===== config.mk =====
export PLATFORM = sky130hd
export DESIGN_NAME = clock_mult_shift_calc
export DESIGN_NICKNAME = d
export VERILOG_FILES = /design/src/rtl/cms_pkg.sv /design/src/rtl/clock_mult_shift_calc.sv
export SDC_FILE = /design/constraint.sdc
export NUM_CORES = 2
export LEC_CHECK = 0
export BUFFER_PORTS_ARGS = -buffer_cell sky130_fd_sc_hd__buf_2
export CORE_ASPECT_RATIO = 0.75
export CORE_MARGIN = 1
export CORE_UTILIZATION = 40
export CTS_CLUSTER_SIZE = 25
export DETAILED_ROUTE_END_ITERATION = 8
export GPL_ROUTABILITY_DRIVEN = 0
export GPL_TIMING_DRIVEN = 0
export PLACE_DENSITY = 0.58
export SYNTH_ARGS = -nofsm -noshare
export SYNTH_HDL_FRONTEND = slang
export SYNTH_SLANG_ARGS = --single-unit

===== constraint.sdc =====
create_clock -name aclk -period 9.2 [get_ports aclk]
set_input_delay 0.46 -clock aclk [delete_from_list [all_inputs] [get_ports aclk]]
set_output_delay 0.46 -clock aclk [all_outputs]
set_load 0.005 [all_outputs]

===== src/rtl/cms_pkg.sv =====
`timescale 1ns / 1ps
// ----------------------------------------------------------------------------
// cms_pkg: shared types for the clock multiplier/shift calculator
// Transaction payloads and sequencer state encoding.
// ----------------------------------------------------------------------------
package cms_pkg;

    localparam int unsigned WordW  = 32;
    localparam int unsigned ShiftW = 6;
    localparam int unsigned DvdW   = 2 * WordW;
    localparam int unsigned CntW   = 6;   // counts the DvdW division steps

    typedef struct packed {
        logic [WordW-1:0] from_hz;
        logic [WordW-1:0] to_hz;
        logic [WordW-1:0] max_seconds;
    } cms_in_t;

    typedef struct packed {
        logic [WordW-1:0]  mult;
        logic [ShiftW-1:0] shift;
        logic              bad_input;
    } cms_out_t;

    typedef enum logic [2:0] {
        ST_IDLE,
        ST_MUL,
        ST_ROOM,
        ST_LOAD,
        ST_DIV,
        ST_CHECK,
        ST_OUT
    } cms_state_t;

endpackage


===== src/rtl/clock_mult_shift_calc.sv =====
`timescale 1ns / 1ps
// ----------------------------------------------------------------------------
// clock_mult_shift_calc: multiplier/shift pair search for rate conversion
// Finds mult and shift so that (ticks * mult) >> shift converts from_hz
// ticks into to_hz units without overflow over max_seconds.
// ----------------------------------------------------------------------------
//
//  Channel | Ports                      | Payload
//  --------+----------------------------+----------------------------------
//  input   | s_valid, s_ready, s_data   | cms_in_t  {from_hz, to_hz, max_seconds}
//  result  | m_valid, m_ready, m_data   | cms_out_t {mult, shift, bad_input}
//
//  Sequencing: one transaction at a time. After acceptance: the multiply,
//  a headroom search that shifts out the upper word of span*from (up to 32 bits),
//  then per trial shift a load, 64 restoring divide steps and a check,
//  for 1 to START_SHIFT trials, then the hand-over of the result.
//  A zero from_hz skips straight to the result.
//  Reset: synchronous, active low; clears sequencer and m_valid only.
//  Stalls: the result sits in an output register, so a new transaction is
//  accepted while the previous result still waits on m_ready.
//
module clock_mult_shift_calc
    import cms_pkg::*;
#(
    parameter int unsigned START_SHIFT = 32
) (
    input  logic     aclk,
    input  logic     aresetn,
    input  logic     s_valid,
    output logic     s_ready,
    input  cms_in_t  s_data,
    output logic     m_valid,
    input  logic     m_ready,
    output cms_out_t m_data
);

    localparam logic [ShiftW-1:0] ShInit = ShiftW'(START_SHIFT);
    localparam logic [CntW-1:0]   CntLast = CntW'(DvdW - 1);
    localparam logic [ShiftW-1:0] RoomInit = ShiftW'(WordW);

    // Sequencer
    cms_state_t state_reg, state_next;

    // Datapath registers
    logic [WordW-1:0]  from_reg, from_next;
    logic [WordW-1:0]  to_reg, to_next;
    logic [WordW-1:0]  span_reg, span_next;
    logic [WordW-1:0]  hi_reg, hi_next;       // upper word of span*from, shifted down
    logic [ShiftW-1:0] room_reg, room_next;   // headroom bits
    logic [ShiftW-1:0] sh_reg, sh_next;       // current trial shift
    logic [DvdW-1:0]   dvd_reg, dvd_next;     // dividend in, quotient out
    logic [WordW-1:0]  rem_reg, rem_next;
    logic [CntW-1:0]   cnt_reg, cnt_next;
    cms_out_t          res_reg, res_next;
    cms_out_t          m_data_reg, m_data_next;
    logic              m_valid_reg, m_valid_next;

    // Shared arithmetic
    logic [DvdW-1:0]  prod;
    logic [DvdW-1:0]  dvd_load;
    logic [WordW:0]   rem_shift;
    logic [WordW:0]   rem_diff;
    logic             q_bit;
    logic [DvdW-1:0]  low_mask;
    logic             fits;
    logic             out_free;

    assign prod      = DvdW'(span_reg) * DvdW'(from_reg);
    assign dvd_load  = (DvdW'(to_reg) << sh_reg) + DvdW'(from_reg >> 1);
    assign rem_shift = {rem_reg, dvd_reg[DvdW-1]};
    assign rem_diff  = rem_shift - {1'b0, from_reg};
    assign q_bit     = ~rem_diff[WordW];
    assign low_mask  = (DvdW'(1) << room_reg) - DvdW'(1);
    assign fits      = ((dvd_reg & ~low_mask) == '0);
    assign out_free  = ~m_valid_reg | m_ready;

    assign s_ready = (state_reg == ST_IDLE);
    assign m_valid = m_valid_reg;
    assign m_data  = m_data_reg;

    // Next state
    always_comb begin
        state_next = state_reg;
        case (state_reg)
            ST_IDLE: begin
                if (s_valid) begin
                    state_next = (s_data.from_hz == '0) ? ST_OUT : ST_MUL;
                end
            end
            ST_MUL:  state_next = ST_ROOM;
            ST_ROOM: begin
                if (hi_reg == '0 || room_reg == '0) begin
                    state_next = ST_LOAD;
                end
            end
            ST_LOAD: state_next = ST_DIV;
            ST_DIV: begin
                if (cnt_reg == CntLast) begin
                    state_next = ST_CHECK;
                end
            end
            ST_CHECK: begin
                // stop at the first fitting quotient, or after shift 1
                state_next = (fits || sh_reg == ShiftW'(1)) ? ST_OUT : ST_LOAD;
            end
            ST_OUT: begin
                if (out_free) begin
                    state_next = ST_IDLE;
                end
            end
            default: state_next = ST_IDLE;
        endcase
    end

    // Datapath and outputs
    always_comb begin
        from_next    = from_reg;
        to_next      = to_reg;
        span_next    = span_reg;
        hi_next      = hi_reg;
        room_next    = room_reg;
        sh_next      = sh_reg;
        dvd_next     = dvd_reg;
        rem_next     = rem_reg;
        cnt_next     = cnt_reg;
        res_next     = res_reg;
        m_data_next  = m_data_reg;
        m_valid_next = m_valid_reg & ~m_ready;

        case (state_reg)
            ST_IDLE: begin
                from_next = s_data.from_hz;
                to_next   = s_data.to_hz;
                span_next = s_data.max_seconds;
                // zero source frequency: flagged, outputs zero
                res_next.mult      = '0;
                res_next.shift     = '0;
                res_next.bad_input = 1'b1;
            end
            ST_MUL: begin
                hi_next   = prod[DvdW-1:WordW];
                room_next = RoomInit;
                sh_next   = ShInit;
            end
            ST_ROOM: begin
                if (hi_reg != '0 && room_reg != '0) begin
                    hi_next   = hi_reg >> 1;
                    room_next = room_reg - ShiftW'(1);
                end
            end
            ST_LOAD: begin
                dvd_next = dvd_load;
                rem_next = '0;
                cnt_next = '0;
            end
            ST_DIV: begin
                // one restoring step: quotient bit enters at the bottom
                rem_next = q_bit ? rem_diff[WordW-1:0] : rem_shift[WordW-1:0];
                dvd_next = {dvd_reg[DvdW-2:0], q_bit};
                cnt_next = cnt_reg + CntW'(1);
            end
            ST_CHECK: begin
                res_next.mult      = dvd_reg[WordW-1:0];
                res_next.shift     = fits ? sh_reg : '0;
                res_next.bad_input = 1'b0;
                if (!fits) begin
                    sh_next = sh_reg - ShiftW'(1);
                end
            end
            ST_OUT: begin
                if (out_free) begin
                    m_data_next  = res_reg;
                    m_valid_next = 1'b1;
                end
            end
            default: begin
                m_valid_next = m_valid_reg & ~m_ready;
            end
        endcase
    end

    always_ff @(posedge aclk) begin
        if (!aresetn) begin
            state_reg   <= ST_IDLE;
            m_valid_reg <= 1'b0;
        end else begin
            state_reg   <= state_next;
            m_valid_reg <= m_valid_next;
        end
    end

    always_ff @(posedge aclk) begin
        from_reg   <= from_next;
        to_reg     <= to_next;
        span_reg   <= span_next;
        hi_reg     <= hi_next;
        room_reg   <= room_next;
        sh_reg     <= sh_next;
        dvd_reg    <= dvd_next;
        rem_reg    <= rem_next;
        cnt_reg    <= cnt_next;
        res_reg    <= res_next;
        m_data_reg <= m_data_next;
    end

endmodule

==> impl_results.rst <==
.. list-table::
   :header-rows: 1

   * - Metric
     - Value
   * - IO Pins
     - around 140
   * - Final Skew
     - 50.0 ps
   * - Filler cell count in the final layout
     - 12,800
   * - Final setup fails
     - 0
   * - Slew Viols, Final
     - 0
   * - Total global routing track utilization
     - 29.9%
   * - Pin count of the biggest net entering global routing
     - 33
   * - Category of the worst setup path launch point
     - flip-flop
   * - Worst-path fanout max
     - 10
   * - Data arrival, critical path
     - 9300 ps
   * - Tcrit/Tclk final
     - 97.3%
   * - Required time at the worst-slack endpoint
     - 9550 ps
   * - Slew margin rel.
     - 16.0%
   * - Number of flops mapped to enable cells by yosys
     - 320
   * - Final core utilization
     - between 40% and 50%
   * - Via count
     - 43,500
   * - Most frequently used flop master after synthesis
     - sky130_fd_sc_hd__edfxtp_1
   * - Max FFs per register
     - 64
   * - TritonCTS clock tree
     - yes
   * - Gate count after technology mapping
     - 5,591
   * - Post-synthesis to final-layout area growth
     - 10.6%
   * - Status
     - complete, no violations
   * - Clock network latency to the later pin of the worst-skew pair
     - around 660 ps
   * - Register cell area after layout
     - a little under 10,000 sq um
   * - Share of final-layout standard cells stronger than drive strength 1
     - 8.18%
   * - Maximum operating frequency
     - 112 MHz
   * - Overflow left after global routing
     - 0
   * - Multi-input logic area
     - 38,800 sq um
   * - DR pass1 iterations
     - 8
   * - Area of all placed cells without fillers
     - 58,800 sq um
   * - Sequential cell area fraction in the yosys report
     - 18.2%
   * - Post-Route WL
     - 199,000 um
   * - Final hold vios
     - 0
   * - Count of input and output buffers
     - 140
   * - Drt initial violations
     - 5,351
   * - WL/cell
     - 26.0 um
   * - Async S/R FF share, synth
     - 0%
   * - Clock transition at the register clock pins on the worst setup and hold paths after CTS
     - 60 ps
   * - Number of CTS-inserted buffers
     - 39
   * - Maximum count of clock buffers along a single path
     - 3
   * - Count of standard-cell rows
     - 115
   * - Number of warnings printed during yosys synthesis
     - 0
   * - Number of global-route vias before repair
     - approximately 43,000
   * - Wire length on met3
     - 28,300 um
   * - Type of the worst setup path
     - reg -> reg
   * - Count of cell types in the netlist
     - 90
   * - Initial antenna violation count
     - 14
   * - Post-synthesis average cell area
     - 9.51 sq um
   * - Slew at the pin closest to its max-slew limit
     - 1260 ps
   * - CTS Root Buffer Type
     - sky130_fd_sc_hd__clkbuf_16
   * - H-Tree Depth
     - 2
   * - Core region area
     - 132,000 sq um
   * - Type of the most critical hold path
     - in -> reg
   * - Wire length of the first global-routing pass
     - 295,000 um
   * - Highest layer used for signal routing
     - met5
   * - Post-route minimum period
     - 8950 ps
   * - Layout net count
     - about 7,200
   * - Number of flip-flops and latches in the synthesized netlist
     - 324
   * - Placement-stage cell area
     - around 56,000 sq um
   * - Area of the die
     - 134,000 sq um
   * - Width of the chip
     - 423 um
   * - Detail-routed via count per cell
     - 5.67
   * - Clock net sink count
     - around 320
   * - Setup repair after global routing missed its margin
     - no
   * - Starting utilization of the core area
     - 40.4%
   * - Met1 routed wirelength after detailed routing
     - 84,500 um
   * - DRC viols
     - 0
   * - Die Span Y
     - 318 um
   * - Total half-perimeter wirelength after legalization and detailed placement
     - approximately 160,000 um
   * - Net count of the mapped netlist
     - 6,921
   * - CP endpoint kind
     - flip-flop
   * - Post-synthesis instance area
     - 53,200 sq um
   * - Sum of met2 wire segment lengths after detailed routing
     - roughly 78,000 um
   * - Final ANT Viol Nets
     - 0
   * - Maximum Capacitance Violations
     - 0
==> cells in the final DEF (no fill, tap or decap), types with 154 or more instances in the layout <==
cell	Yosys	routed
sky130_fd_sc_hd__nand2_1	647	647
sky130_fd_sc_hd__buf_2	11	154
sky130_fd_sc_hd__and2_1	635	635
sky130_fd_sc_hd__nor2_1	233	232
sky130_fd_sc_hd__ha_1	333	333
sky130_fd_sc_hd__a21oi_1	209	207
sky130_fd_sc_hd__clkbuf_1	272	174
sky130_fd_sc_hd__edfxtp_1	320	320
sky130_fd_sc_hd__fa_1	897	897
sky130_fd_sc_hd__inv_1	930	930
==> layer usage <==
layer / track usage, % / vias up
li1: - / 18500
met1: 43.6 / 21900
met2: 40.1 / 2656
met3: 11.5 / 476
met4: 9.72 / 12
met5: 0.638 / -
==> Yosys cell counts (14+ instances only) <==
| master | n | area (sq um) |
|---|---|---|
| sky130_fd_sc_hd__fa_1 | 897 | 18000 |
| sky130_fd_sc_hd__and3_1 | 26 | 163 |
| sky130_fd_sc_hd__nor4_1 | 31 | 194 |
| sky130_fd_sc_hd__xor2_1 | 71 | 622 |
| sky130_fd_sc_hd__o31ai_1 | 43 | 323 |
| sky130_fd_sc_hd__nor3_1 | 51 | 255 |
| sky130_fd_sc_hd__nor2b_1 | 26 | 163 |
| sky130_fd_sc_hd__edfxtp_1 | 320 | 9610 |
| sky130_fd_sc_hd__nand2_1 | 647 | 2430 |
| sky130_fd_sc_hd__and2_1 | 635 | 3970 |
| sky130_fd_sc_hd__mux2_2 | 20 | 225 |
| sky130_fd_sc_hd__a21oi_1 | 209 | 1050 |
| sky130_fd_sc_hd__a211oi_1 | 19 | 143 |
| sky130_fd_sc_hd__a31oi_1 | 23 | 144 |
| sky130_fd_sc_hd__mux4_2 | 32 | 721 |
| sky130_fd_sc_hd__or3_1 | 14 | 87.6 |
| sky130_fd_sc_hd__nand3_1 | 95 | 475 |
| sky130_fd_sc_hd__nor2_1 | 233 | 875 |
| sky130_fd_sc_hd__inv_1 | 930 | 3490 |
| sky130_fd_sc_hd__o21ai_0 | 128 | 641 |
| sky130_fd_sc_hd__ha_1 | 333 | 4170 |
| sky130_fd_sc_hd__nand4_1 | 28 | 175 |
| sky130_fd_sc_hd__o211ai_1 | 25 | 188 |
| sky130_fd_sc_hd__o21a_1 | 16 | 120 |
| sky130_fd_sc_hd__xnor2_1 | 80 | 701 |
| sky130_fd_sc_hd__buf_1 | 20 | 75.1 |
| sky130_fd_sc_hd__a21o_1 | 54 | 405 |
| sky130_fd_sc_hd__nand2b_1 | 27 | 169 |
| sky130_fd_sc_hd__clkbuf_1 | 272 | 1020 |
| sky130_fd_sc_hd__mux2i_1 | 36 | 360 |
==> critical path, cell delays in order, from the launching register on <==
cell and delay (ps):
sky130_fd_sc_hd__edfxtp_1 680, sky130_fd_sc_hd__clkbuf_2 450, sky130_fd_sc_hd__nand2_1 140, sky130_fd_sc_hd__fa_1 560, sky130_fd_sc_hd__inv_1 60, sky130_fd_sc_hd__fa_1 500
sky130_fd_sc_hd__fa_1 670, sky130_fd_sc_hd__fa_1 520, sky130_fd_sc_hd__fa_1 630, sky130_fd_sc_hd__fa_1 480, sky130_fd_sc_hd__fa_1 490, sky130_fd_sc_hd__inv_1 50
sky130_fd_sc_hd__fa_1 480, sky130_fd_sc_hd__inv_1 40, sky130_fd_sc_hd__ha_1 320, sky130_fd_sc_hd__a211o_1 300, sky130_fd_sc_hd__o21bai_1 160, sky130_fd_sc_hd__a31oi_1 270
sky130_fd_sc_hd__nand3_1 140, sky130_fd_sc_hd__o211ai_1 200, sky130_fd_sc_hd__buf_4 200, sky130_fd_sc_hd__a21oi_1 100, sky130_fd_sc_hd__o31ai_2 380, sky130_fd_sc_hd__o21bai_1 200
sky130_fd_sc_hd__a221oi_1 370, sky130_fd_sc_hd__xnor2_1 160, sky130_fd_sc_hd__o21ai_0 100
==> repair_timing <==
action / in CTS / in global routing
setup buffers: 37 / 7
hold endpoints to repair: 46 / 0
hold buffers: 46 / 0
endpoints found under the setup margin: 30 / 15
gates resized for setup: 89 / 69
pin swaps: 1 / 2
==> cell type report <==
cell class,instances,share of cell area (%)
clock buffers,47,1.71
plain buffers,306,2.29
repair buffers,250,3.25
well taps,1755,3.73
diodes,10,0.0426
clock inverters,25,0.483
multi-input cells,4022,66.1
flip-flops and latches,324,16.5
inverters,933,5.96
==> worst paths after layout <==
kind | endpoint | cells after the start | slack [ps] | start
worst min-delay path | to_reg[20] | 1 | 20 | s_data[52]
worst max register to register | hi_reg[30] | 26 | 250 | from_reg[26]
worst min register to register | m_data[9] | 0 | 400 | res_reg[9]
worst max-delay path | hi_reg[30] | 26 | 250 | from_reg[26]
==> cells by family (layout without fill, tap and decap cells) <==
kind of cell	Yosys count	count (layout)	share of synthesized area [%]
and+or+nand+nor	1875	1875	17.8
buffers and inverters	1245	1561	8.89
adders and majority gates	1230	1230	41.6
muxes	95	95	2.80
xor gates and xnor gates	151	151	2.49
DFF	324	324	18.2
AOI/OAI and AO/OA	671	671	8.17
other	0	10	0
==> stage by stage <==
step	setup WS [ps]	std cells	setup TNS (ps)	hold WS (ps)
after floorplan	120	5591	0	400
after global placement	-5370	7486	-922800	402
after detailed placement	-1470	7506	-23240	405
after CTS	3.86	7658	0	0.197
after global routing	11.3	7662	0	11.1
final	247	7672	0	19.6
Power is not shown: default switching activity piles up to over one toggle a cycle in this logic, so the estimate is an artifact.
